File: config.mk
export PLATFORM = sky130hd
export DESIGN_NAME = affinity_least_loaded_dispatcher
export DESIGN_NICKNAME = d
export VERILOG_FILES = /design/src/hdl/alld_pkg.sv /design/src/hdl/alld_front.sv /design/src/hdl/alld_queue.sv /design/src/hdl/alld_back.sv /design/src/hdl/affinity_least_loaded_dispatcher.sv
export SDC_FILE = /design/constraint.sdc
export NUM_CORES = 1
export LEC_CHECK = 0
export BUFFER_PORTS_ARGS = -buffer_cell sky130_fd_sc_hd__buf_4
export CAP_MARGIN = 20
export CORE_MARGIN = 5
export CORE_UTILIZATION = 50
export DETAILED_ROUTE_END_ITERATION = 8
export PLACE_DENSITY_LB_ADDON = 0.05
export SYNTH_ARGS = -nofsm -noshare
export SYNTH_HDL_FRONTEND = slang
export SYNTH_SLANG_ARGS = --single-unit
File: constraint.sdc
create_clock -name i_clk -period 4.7 [get_ports i_clk]
set_clock_uncertainty 0.1 [all_clocks]
set_input_delay 0.47 -clock i_clk [delete_from_list [all_inputs] [get_ports i_clk]]
set_output_delay 0.47 -clock i_clk [all_outputs]
set_load 0.05 [all_outputs]
File: src/hdl/alld_pkg.sv
// shared types and constants for the affinity least-loaded dispatcher
// no dependencies; imported by every module of the block
package alld_pkg;

    localparam int CFG_BITS = 4;
    localparam logic [CFG_BITS-1:0] ACTIVE_RESET = 4'd8;

    typedef enum logic {
        OP_SUBMIT = 1'b0,
        OP_FINISH = 1'b1
    } t_op;

    typedef enum logic [1:0] {
        KIND_ASSIGNED = 2'd0,
        KIND_REJECTED = 2'd1,
        KIND_DONE     = 2'd2
    } t_kind;

    typedef struct packed {
        t_op         op;
        logic [15:0] source_id;
        logic [2:0]  worker_id;
    } t_in_item;

    typedef struct packed {
        t_kind       kind;
        logic [2:0]  worker;
        logic [15:0] source_echo;
    } t_out_item;

    // classified item as held in the queue
    typedef struct packed {
        logic        finish;
        logic        wid_known;
        logic [15:0] source_id;
        logic [2:0]  worker_id;
    } t_job;

    typedef enum logic [2:0] {
        ST_IDLE,
        ST_SCAN,
        ST_DECIDE,
        ST_LOAD_RD,
        ST_LOAD_WR,
        ST_OUT
    } t_state;

endpackage

File: src/hdl/alld_front.sv
// front stage: accepts items and classifies them into queue jobs
// depends on alld_pkg
module alld_front #(
    parameter int WORKERS = 8
) (
    input  logic              i_clk,
    input  logic              i_rst_n,
    input  logic              i_valid,
    output logic              o_stall,
    input  alld_pkg::t_in_item i_item,
    output logic              o_job_vld,
    output alld_pkg::t_job    o_job,
    input  logic              i_job_full
);
    import alld_pkg::*;

    logic r_vld;
    t_job r_job;
    t_job n_job;
    logic w_pass;
    logic w_ready;

    assign w_pass  = r_vld && !i_job_full;
    assign w_ready = !r_vld || w_pass;
    assign o_stall = !w_ready;

    always_comb begin
        n_job.finish    = (i_item.op == OP_FINISH);
        n_job.wid_known = (i_item.op == OP_FINISH) && (int'(i_item.worker_id) < WORKERS);
        n_job.source_id = i_item.source_id;
        n_job.worker_id = i_item.worker_id;
    end

    always_ff @(posedge i_clk) begin
        if (!i_rst_n) begin
            r_vld <= 1'b0;
        end else if (w_ready) begin
            r_vld <= i_valid;
        end
    end

    always_ff @(posedge i_clk) begin
        if (w_ready && i_valid) begin
            r_job <= n_job;
        end
    end

    assign o_job_vld = r_vld;
    assign o_job     = r_job;

endmodule

File: src/hdl/alld_queue.sv
// two-entry job queue between front and back
// depends on alld_pkg
module alld_queue (
    input  logic           i_clk,
    input  logic           i_rst_n,
    input  logic           i_push,
    input  alld_pkg::t_job i_push_job,
    output logic           o_full,
    input  logic           i_pop,
    output logic           o_empty,
    output alld_pkg::t_job o_head
);
    import alld_pkg::*;

    t_job       r_mem [2];
    logic       r_wp;
    logic       r_rp;
    logic [1:0] r_cnt;
    logic       w_push;
    logic       w_pop;

    assign o_full  = (r_cnt == 2'd2);
    assign o_empty = (r_cnt == 2'd0);
    assign o_head  = r_mem[r_rp];
    assign w_push  = i_push && !o_full;
    assign w_pop   = i_pop && !o_empty;

    always_ff @(posedge i_clk) begin
        if (!i_rst_n) begin
            r_wp  <= 1'b0;
            r_rp  <= 1'b0;
            r_cnt <= 2'd0;
        end else begin
            if (w_push) begin
                r_wp <= !r_wp;
            end
            if (w_pop) begin
                r_rp <= !r_rp;
            end
            unique case ({w_push, w_pop})
                2'b10:   r_cnt <= r_cnt + 2'd1;
                2'b01:   r_cnt <= r_cnt - 2'd1;
                default: r_cnt <= r_cnt;
            endcase
        end
    end

    always_ff @(posedge i_clk) begin
        if (w_push) begin
            r_mem[r_wp] <= i_push_job;
        end
    end

endmodule

File: src/hdl/alld_back.sv
// back engine: affinity table scan, least-loaded search, load update, result register
// depends on alld_pkg
module alld_back #(
    parameter int WORKERS    = 8,
    parameter int SOURCES    = 16,
    parameter int COUNT_BITS = 16
) (
    input  logic                            i_clk,
    input  logic                            i_rst_n,
    input  logic [alld_pkg::CFG_BITS-1:0]   i_active,
    input  alld_pkg::t_job                  i_job,
    input  logic                            i_job_empty,
    output logic                            o_pop,
    output logic                            o_valid,
    input  logic                            i_stall,
    output alld_pkg::t_out_item             o_result
);
    import alld_pkg::*;

    localparam int WIDX  = (WORKERS > 1) ? $clog2(WORKERS) : 1;
    localparam int SIDX  = (SOURCES > 1) ? $clog2(SOURCES) : 1;
    localparam int NSCAN = (WORKERS < (2**CFG_BITS - 1)) ? WORKERS : (2**CFG_BITS - 1);
    localparam int STEPS = (SOURCES > NSCAN) ? SOURCES : NSCAN;
    localparam int KBITS = $clog2(STEPS + 1);
    localparam logic [CFG_BITS-1:0] NMAX = CFG_BITS'(NSCAN);

    // affinity table storage
    logic [15:0]           mem_src  [SOURCES];
    logic [COUNT_BITS-1:0] mem_pend [SOURCES];
    logic [2:0]            mem_wkr  [SOURCES];
    logic [SOURCES-1:0]    r_ent_vld;
    logic [15:0]           r_rd_src;
    logic [COUNT_BITS-1:0] r_rd_pend;
    logic [2:0]            r_rd_wkr;

    // worker load storage
    logic [COUNT_BITS-1:0] mem_load [WORKERS];
    logic [WORKERS-1:0]    r_lvld;
    logic [COUNT_BITS-1:0] r_rd_load;

    t_state                r_state;
    t_state                n_state;
    t_job                  r_job;
    logic [CFG_BITS-1:0]   r_n;
    logic [KBITS-1:0]      r_k;
    logic                  r_found;
    logic [SIDX-1:0]       r_hit_idx;
    logic [COUNT_BITS-1:0] r_hit_pend;
    logic [2:0]            r_hit_wkr;
    logic                  r_free_found;
    logic [SIDX-1:0]       r_free_idx;
    logic [COUNT_BITS-1:0] r_best;
    logic [WIDX-1:0]       r_best_idx;
    logic [WIDX-1:0]       r_tgt;
    logic                  r_tgt_inc;
    t_out_item             r_res;
    logic                  r_out_vld;
    t_out_item             r_out;

    logic [CFG_BITS-1:0]   w_n_clamp;
    logic [KBITS-1:0]      w_t;
    logic                  w_eval;
    logic                  w_hit;
    logic                  w_free;
    logic                  w_ld_in;
    logic                  w_better;
    logic [SIDX-1:0]       w_taddr;
    logic [WIDX-1:0]       w_laddr;
    logic                  w_out_load;

    // decide-phase controls
    logic                  w_tab_we;
    logic [SIDX-1:0]       w_tab_idx;
    logic                  w_tab_new;
    logic [COUNT_BITS-1:0] w_tab_pend;
    logic [2:0]            w_tab_wkr;
    logic                  w_ent_set;
    logic                  w_ent_clr;
    logic                  w_ld_go;
    logic [WIDX-1:0]       w_ld_tgt;
    logic                  w_ld_inc;
    t_out_item             w_res;
    logic [COUNT_BITS-1:0] w_load_nxt;

    always_comb begin
        priority if (i_active == '0) begin
            w_n_clamp = CFG_BITS'(1);
        end else if (i_active > NMAX) begin
            w_n_clamp = NMAX;
        end else begin
            w_n_clamp = i_active;
        end
    end

    // scan evaluates the entry and load read in the previous cycle
    assign w_t      = r_k - KBITS'(1);
    assign w_eval   = (r_k != '0);
    assign w_hit    = w_eval && (int'(w_t) < SOURCES) && r_ent_vld[SIDX'(w_t)]
                      && (r_rd_src == r_job.source_id);
    assign w_free   = w_eval && (int'(w_t) < SOURCES) && !r_ent_vld[SIDX'(w_t)];
    assign w_ld_in  = w_eval && (int'(w_t) < int'(r_n));
    assign w_better = (w_t == '0) || (r_rd_load < r_best);
    assign w_taddr  = SIDX'(r_k);
    assign w_laddr  = (r_state == ST_SCAN) ? WIDX'(r_k) : r_tgt;

    assign w_out_load = (r_state == ST_OUT) && (!r_out_vld || !i_stall);

    // next state
    always_comb begin
        n_state = r_state;
        unique case (r_state)
            ST_IDLE: begin
                if (!i_job_empty) begin
                    n_state = ST_SCAN;
                end
            end
            ST_SCAN: begin
                if (r_k == KBITS'(STEPS)) begin
                    n_state = ST_DECIDE;
                end
            end
            ST_DECIDE: begin
                n_state = w_ld_go ? ST_LOAD_RD : ST_OUT;
            end
            ST_LOAD_RD: n_state = ST_LOAD_WR;
            ST_LOAD_WR: n_state = ST_OUT;
            ST_OUT: begin
                if (w_out_load) begin
                    n_state = ST_IDLE;
                end
            end
            default: n_state = ST_IDLE;
        endcase
    end

    // outputs and decide-phase controls
    always_comb begin
        o_pop      = (r_state == ST_IDLE) && !i_job_empty;
        w_tab_we   = 1'b0;
        w_tab_idx  = r_hit_idx;
        w_tab_new  = 1'b0;
        w_tab_pend = (&r_hit_pend) ? r_hit_pend : r_hit_pend + COUNT_BITS'(1);
        w_tab_wkr  = r_hit_wkr;
        w_ent_set  = 1'b0;
        w_ent_clr  = 1'b0;
        w_ld_go    = 1'b0;
        w_ld_tgt   = WIDX'(r_hit_wkr);
        w_ld_inc   = 1'b1;
        w_res.kind        = KIND_DONE;
        w_res.worker      = 3'd0;
        w_res.source_echo = r_job.source_id;
        if (r_state == ST_DECIDE) begin
            if (!r_job.finish) begin
                priority if (r_found) begin
                    // sticky worker, even if no longer active
                    w_tab_we     = 1'b1;
                    w_ld_go      = (int'(r_hit_wkr) < WORKERS);
                    w_res.kind   = KIND_ASSIGNED;
                    w_res.worker = r_hit_wkr;
                end else if (r_free_found) begin
                    w_tab_we     = 1'b1;
                    w_tab_new    = 1'b1;
                    w_tab_idx    = r_free_idx;
                    w_tab_pend   = COUNT_BITS'(1);
                    w_tab_wkr    = 3'(r_best_idx);
                    w_ent_set    = 1'b1;
                    w_ld_go      = 1'b1;
                    w_ld_tgt     = r_best_idx;
                    w_res.kind   = KIND_ASSIGNED;
                    w_res.worker = 3'(r_best_idx);
                end else begin
                    w_res.kind   = KIND_REJECTED;
                end
            end else begin
                w_ld_go  = r_job.wid_known;
                w_ld_tgt = WIDX'(r_job.worker_id);
                w_ld_inc = 1'b0;
                if (r_found) begin
                    if (r_hit_pend <= COUNT_BITS'(1)) begin
                        w_ent_clr = 1'b1;
                    end else begin
                        w_tab_we   = 1'b1;
                        w_tab_pend = r_hit_pend - COUNT_BITS'(1);
                    end
                end
            end
        end
    end

    always_comb begin
        if (r_tgt_inc) begin
            w_load_nxt = (&r_rd_load) ? r_rd_load : r_rd_load + COUNT_BITS'(1);
        end else begin
            w_load_nxt = (r_rd_load != '0) ? r_rd_load - COUNT_BITS'(1) : r_rd_load;
        end
    end

    // control registers
    always_ff @(posedge i_clk) begin
        if (!i_rst_n) begin
            r_state   <= ST_IDLE;
            r_ent_vld <= '0;
            r_lvld    <= '0;
            r_out_vld <= 1'b0;
        end else begin
            r_state <= n_state;
            if (w_ent_set) begin
                r_ent_vld[w_tab_idx] <= 1'b1;
            end
            if (w_ent_clr) begin
                r_ent_vld[r_hit_idx] <= 1'b0;
            end
            if (r_state == ST_LOAD_WR) begin
                r_lvld[r_tgt] <= 1'b1;
            end
            if (w_out_load) begin
                r_out_vld <= 1'b1;
            end else if (!i_stall) begin
                r_out_vld <= 1'b0;
            end
        end
    end

    // working registers
    always_ff @(posedge i_clk) begin
        unique case (r_state)
            ST_IDLE: begin
                r_job        <= i_job;
                r_n          <= w_n_clamp;
                r_k          <= '0;
                r_found      <= 1'b0;
                r_free_found <= 1'b0;
            end
            ST_SCAN: begin
                r_k <= r_k + KBITS'(1);
                if (w_hit && !r_found) begin
                    r_found    <= 1'b1;
                    r_hit_idx  <= SIDX'(w_t);
                    r_hit_pend <= r_rd_pend;
                    r_hit_wkr  <= r_rd_wkr;
                end
                if (w_free && !r_free_found) begin
                    r_free_found <= 1'b1;
                    r_free_idx   <= SIDX'(w_t);
                end
                if (w_ld_in && w_better) begin
                    r_best     <= r_rd_load;
                    r_best_idx <= WIDX'(w_t);
                end
            end
            ST_DECIDE: begin
                r_tgt     <= w_ld_tgt;
                r_tgt_inc <= w_ld_inc;
                r_res     <= w_res;
            end
            default: begin
            end
        endcase
        if (w_out_load) begin
            r_out <= r_res;
        end
    end

    // affinity table port
    always_ff @(posedge i_clk) begin
        if (w_tab_we) begin
            mem_pend[w_tab_idx] <= w_tab_pend;
            if (w_tab_new) begin
                mem_src[w_tab_idx] <= r_job.source_id;
                mem_wkr[w_tab_idx] <= w_tab_wkr;
            end
        end
        r_rd_src  <= mem_src[w_taddr];
        r_rd_pend <= mem_pend[w_taddr];
        r_rd_wkr  <= mem_wkr[w_taddr];
    end

    // load port, unwritten workers read as zero
    always_ff @(posedge i_clk) begin
        if (r_state == ST_LOAD_WR) begin
            mem_load[r_tgt] <= w_load_nxt;
        end
        r_rd_load <= r_lvld[w_laddr] ? mem_load[w_laddr] : '0;
    end

    assign o_valid  = r_out_vld;
    assign o_result = r_out;

endmodule

File: src/hdl/affinity_least_loaded_dispatcher.sv
// the back engine walks the affinity table one entry per cycle and handles one item at a time,
//   taking the next from the queue only after its result is loaded into the result register
// the front register and two-entry queue take up to three items while the engine is busy
// reset: synchronous active-low i_rst_n clears loads, affinity entries, queue and
//   result register; active worker count returns to eight
module affinity_least_loaded_dispatcher #(
    parameter int WORKERS    = 8,
    parameter int SOURCES    = 16,
    parameter int COUNT_BITS = 16
) (
    input  logic                          i_clk,
    input  logic                          i_rst_n,
    input  logic                          i_cfg_we,
    input  logic [alld_pkg::CFG_BITS-1:0] i_cfg_wdata,
    input  logic                          i_valid,
    output logic                          o_stall,
    input  alld_pkg::t_in_item            i_item,
    output logic                          o_valid,
    input  logic                          i_stall,
    output alld_pkg::t_out_item           o_result
);
    import alld_pkg::*;

    // active worker count register
    logic [CFG_BITS-1:0] r_active;

    // front to queue
    logic fr_vld;
    t_job fr_job;
    logic q_full;

    // queue to back engine
    logic q_empty;
    logic q_pop;
    t_job q_head;

    always_ff @(posedge i_clk) begin
        if (!i_rst_n) begin
            r_active <= ACTIVE_RESET;
        end else if (i_cfg_we) begin
            r_active <= i_cfg_wdata;
        end
    end

    // front: take items from the port and mark submit or finish
    alld_front #(
        .WORKERS (WORKERS)
    ) u_front (
        .i_clk      (i_clk),
        .i_rst_n    (i_rst_n),
        .i_valid    (i_valid),
        .o_stall    (o_stall),
        .i_item     (i_item),
        .o_job_vld  (fr_vld),
        .o_job      (fr_job),
        .i_job_full (q_full)
    );

    // short queue so the front keeps taking items while the engine scans
    alld_queue u_queue (
        .i_clk      (i_clk),
        .i_rst_n    (i_rst_n),
        .i_push     (fr_vld),
        .i_push_job (fr_job),
        .o_full     (q_full),
        .i_pop      (q_pop),
        .o_empty    (q_empty),
        .o_head     (q_head)
    );

    // back: table lookup, least-loaded pick, count updates, result register
    alld_back #(
        .WORKERS    (WORKERS),
        .SOURCES    (SOURCES),
        .COUNT_BITS (COUNT_BITS)
    ) u_back (
        .i_clk       (i_clk),
        .i_rst_n     (i_rst_n),
        .i_active    (r_active),
        .i_job       (q_head),
        .i_job_empty (q_empty),
        .o_pop       (q_pop),
        .o_valid     (o_valid),
        .i_stall     (i_stall),
        .o_result    (o_result)
    );

    // rejected and done items never name a worker
    a_idle_worker_zero: assert property (@(posedge i_clk) disable iff (!i_rst_n)
        o_valid && (o_result.kind != KIND_ASSIGNED) |-> o_result.worker == 3'd0)
        else $error("non-assigned item carries a worker");

    // an assigned worker always exists
    a_worker_exists: assert property (@(posedge i_clk) disable iff (!i_rst_n)
        o_valid && (o_result.kind == KIND_ASSIGNED)
        |-> (WORKERS >= 8) || (int'(o_result.worker) < WORKERS))
        else $error("item assigned to a missing worker");

    // a full queue that is not popped stays full
    a_queue_guard: assert property (@(posedge i_clk) disable iff (!i_rst_n)
        q_full && !q_pop |=> q_full)
        else $error("queue lost an entry while full");

endmodule
==> impl_metrics.toml <==
[critical_path]
path_cells = "or4_4 > or4_4 > o21a_1 > o31ai_2 > xnor2_1 > nor2_1"
timing.critical_path.from_type = "register"
cp_top_family = "simple AND/OR/NAND/NOR gates"
crit_fanout = 18
rrSetupSlack_ns = 0.92
endpoint_kind = "register"
crit_required_ns = 4.88
worst-setup-path-type = "register to register"
crit_path_top_delay_cell = "nor2_1"
worst_path_largest_cell_delay_ns = 0.77
cp.arrival_ns = 3.97
cp_common_cell = "or4_4"
crit_buf_inv = 0

[grt]
grt_pass1_wl_um = 124000
grt_overflow_total = 0
grt_busiest_layer = "met2"
grtUsageTotal_pct = 20.9
met3_usage_pct = 3.76
grtUsageMet2_pct = 32.8
grt_pass1_vias = 19435
grt_max_degree = 146
antenna_found_initial = 0
grt_util_met1_pct = 31.0

[cts]
clock_sinks = 959
worstSkewPairLatency_ns = 0.65
cts.path.max_buffers = 3
clkTransAtPathRegs_ns = 0.06
cts_buffers = 97
post_cts_resize_count = 0
root_buffer = "clkbuf_16"
cts_tree = "built"
cts.htree.levels = 3

[sta]
period_minus_slack_ns = 3.78
finalSetupViolCount = 0
fin_crit_sh_pct = 80.5
rsz0062_at_grt = "false"
max_slew_margin_pct = 16.5
hold_violations = 0
tightest_slew_ns = 1.25
fmaxAchievable_mhz = 264
fin_tns_setup_ns = 0
slew_viol_final = 0

[synthesis]
ys_seq_area_share_pct = 75.1
syn-cell-area_um2 = 37200
synth.area.top_cells = "edfxtp_1 (70%), mux4_2 (11%), dfxtp_1 (4.7%)"
ys_top_cells_by_count = "edfxtp_1 (871), mux4_2 (181), nand2_1 (89)"
postSynthNetCount = 2006
yosysTopAreaCell = "edfxtp_1"
synth_most_common_cell = "edfxtp_1"
synth_seq_cells = 959
synthDistinctLibCells = 72
synth.avg_cell_area_um2 = 19.1
synth_cells = 1948
synth_flop_cell = "edfxtp_1"
yosys.area.top_type_share_pct = 70.4
synth_edf_count = 871
yosysWarningCount = 0
async_reset_ff_share_pct = 0

[power_and_ir_drop]
finalPower_mw = 21.1
max-vdd-ir-drop_mv = 0.452
p_per_area_nw_per_um2 = 494
leakage_nw = 13.8

[placed_design]
postPlaceCellArea_um2 = 39100
gp_congestion = 0.830
hpwl_um = 46500
io_buffers = 51

[finish]
multi_input_area_um2 = 8860
post-route-cell-area_um2 = 42700
diodes = 0
fill_cells = 5595
seq_area_um2 = 27900
drive_gt1_share_pct = 24.6
nets = 2167
synthToLayoutAreaGrowth_pct = 14.8

[floorplanning]
dieHeight_um = 283
io-pin-count = 52
die_w_um = 283
floorplan.initialDensity_pct = 50.2
die-area_um2 = 79900
placementRows = 100
core-area_um2 = 74100

[routing]
drc_errors = 0
drtAntennaViolNets = 0
wirelength_um = 82000
vias = 18725
via_per_inst = 5.92
drtIter0Drc = 1556
first_pass_iters = 8
wl_per_cell_um = 26.0

[outcome]
status = "completed"

[hold_path]
hold_path.class = "input port to register"

[flow_run]
maxCapViolations = 0
## layer usage
| layer | up-vias | share of wire (%) |
|---|---|---|
| li1 | 8222 | - |
| met1 | 9862 | 45 |
| met2 | 532 | 47 |
| met3 | 109 | 5.9 |
| met4 | 0 | 1.8 |
| met5 | - | 0 |
## where the power goes
group	internal, mW	switching [mW]
clock network	4.52	3.16
logic	1.50	1.51
registers	9.92	0.474
total	15.9	5.14
## per-stage QoR
step / cells / util (%) / setup WS (ns) / hold WS (ns)
5_1_grt: 3161 / 57.6 / 0.715 / 0.0822
6_report: 3161 / 57.6 / 0.917 / 0.0716
3_5_place_dp: 2952 / 52.9 / 0.927 / 0.300
4_1_cts: 3160 / 57.5 / 0.905 / 0.0245
3_3_place_gp: 2951 / 52.8 / 1.08 / 0.292
2_1_floorplan: 1948 / - / 0.415 / 0.286
## worst register-to-register path, cell delays in order (launching register included)
cell and delay (ns):
edfxtp_1 0.49, or4_4 0.58, or4_4 0.59, o21a_1 0.46, o31ai_2 0.37, xnor2_1 0.09
nor2_1 0.77
## state kept, by name (all words and copies together) (netlist names), 8 cells and up
signal	flops
u_back.r_hit_pend	16
u_back.r_best	16
u_front.o_job	20
u_back.r_job	20
u_back.r_rd_pend	16
u_back.mem_wkr	48
u_back.mem_pend	256
u_back.o_result	21
u_back.r_ent_vld	16
u_back.r_lvld	8
u_queue.r_mem	40
u_back.r_rd_load	16
u_back.mem_load	128
u_back.r_res	21
u_back.mem_src	256
u_back.r_rd_src	16
## area by class of cell
type | count | area share, %
timing repair buffer | 153 | 3.06
sequential | 959 | 65.5
clock inverter | 46 | 1.21
clock buffer | 136 | 6.32
multi-input combinational | 859 | 20.8
inverter | 39 | 0.343
tap | 969 | 2.84
## layout by cell type (no fill, tap or decap), drive strengths merged, types with 30 or more instances in the layout
master	instances
mux4	181
clkbuf	136
nand2	89
inv	41
o21ai	33
buf	127
nor2	84
dfxtp	88
clkinv	30
mux2i	50
edfxtp	871
## cell families after synthesis
logic type | count (synthesis) | synth area share, %
DFF | 959 | 75.1
muxes | 252 | 13.0
AOI/OAI and AO/OA | 193 | 3.91
adders and majority gates | 29 | 0.976
and+or+nand+nor | 348 | 4.73
xor gates and xnor gates | 37 | 0.872
buffers and inverters | 130 | 1.45
## final timing paths
| check | from | endpoint | cells past startpoint |
|---|---|---|---|
| min | i_cfg_we | r_active[0] | 3 |
| max | u_back.r_hit_pend[6] | u_back.mem_pend[0][11] | 6 |
| min reg2reg | u_back.r_res[4] | u_back.o_result[4] | 0 |
| max reg2reg | u_back.r_hit_pend[6] | u_back.mem_pend[0][11] | 6 |
## what timing repair did
action,4_1_cts,5_1_grt
hold buffers,26,0
endpoints found under the hold margin,25,0
setup buffers,0,0
No activity file was read; power rests on OpenSTA's default activity.
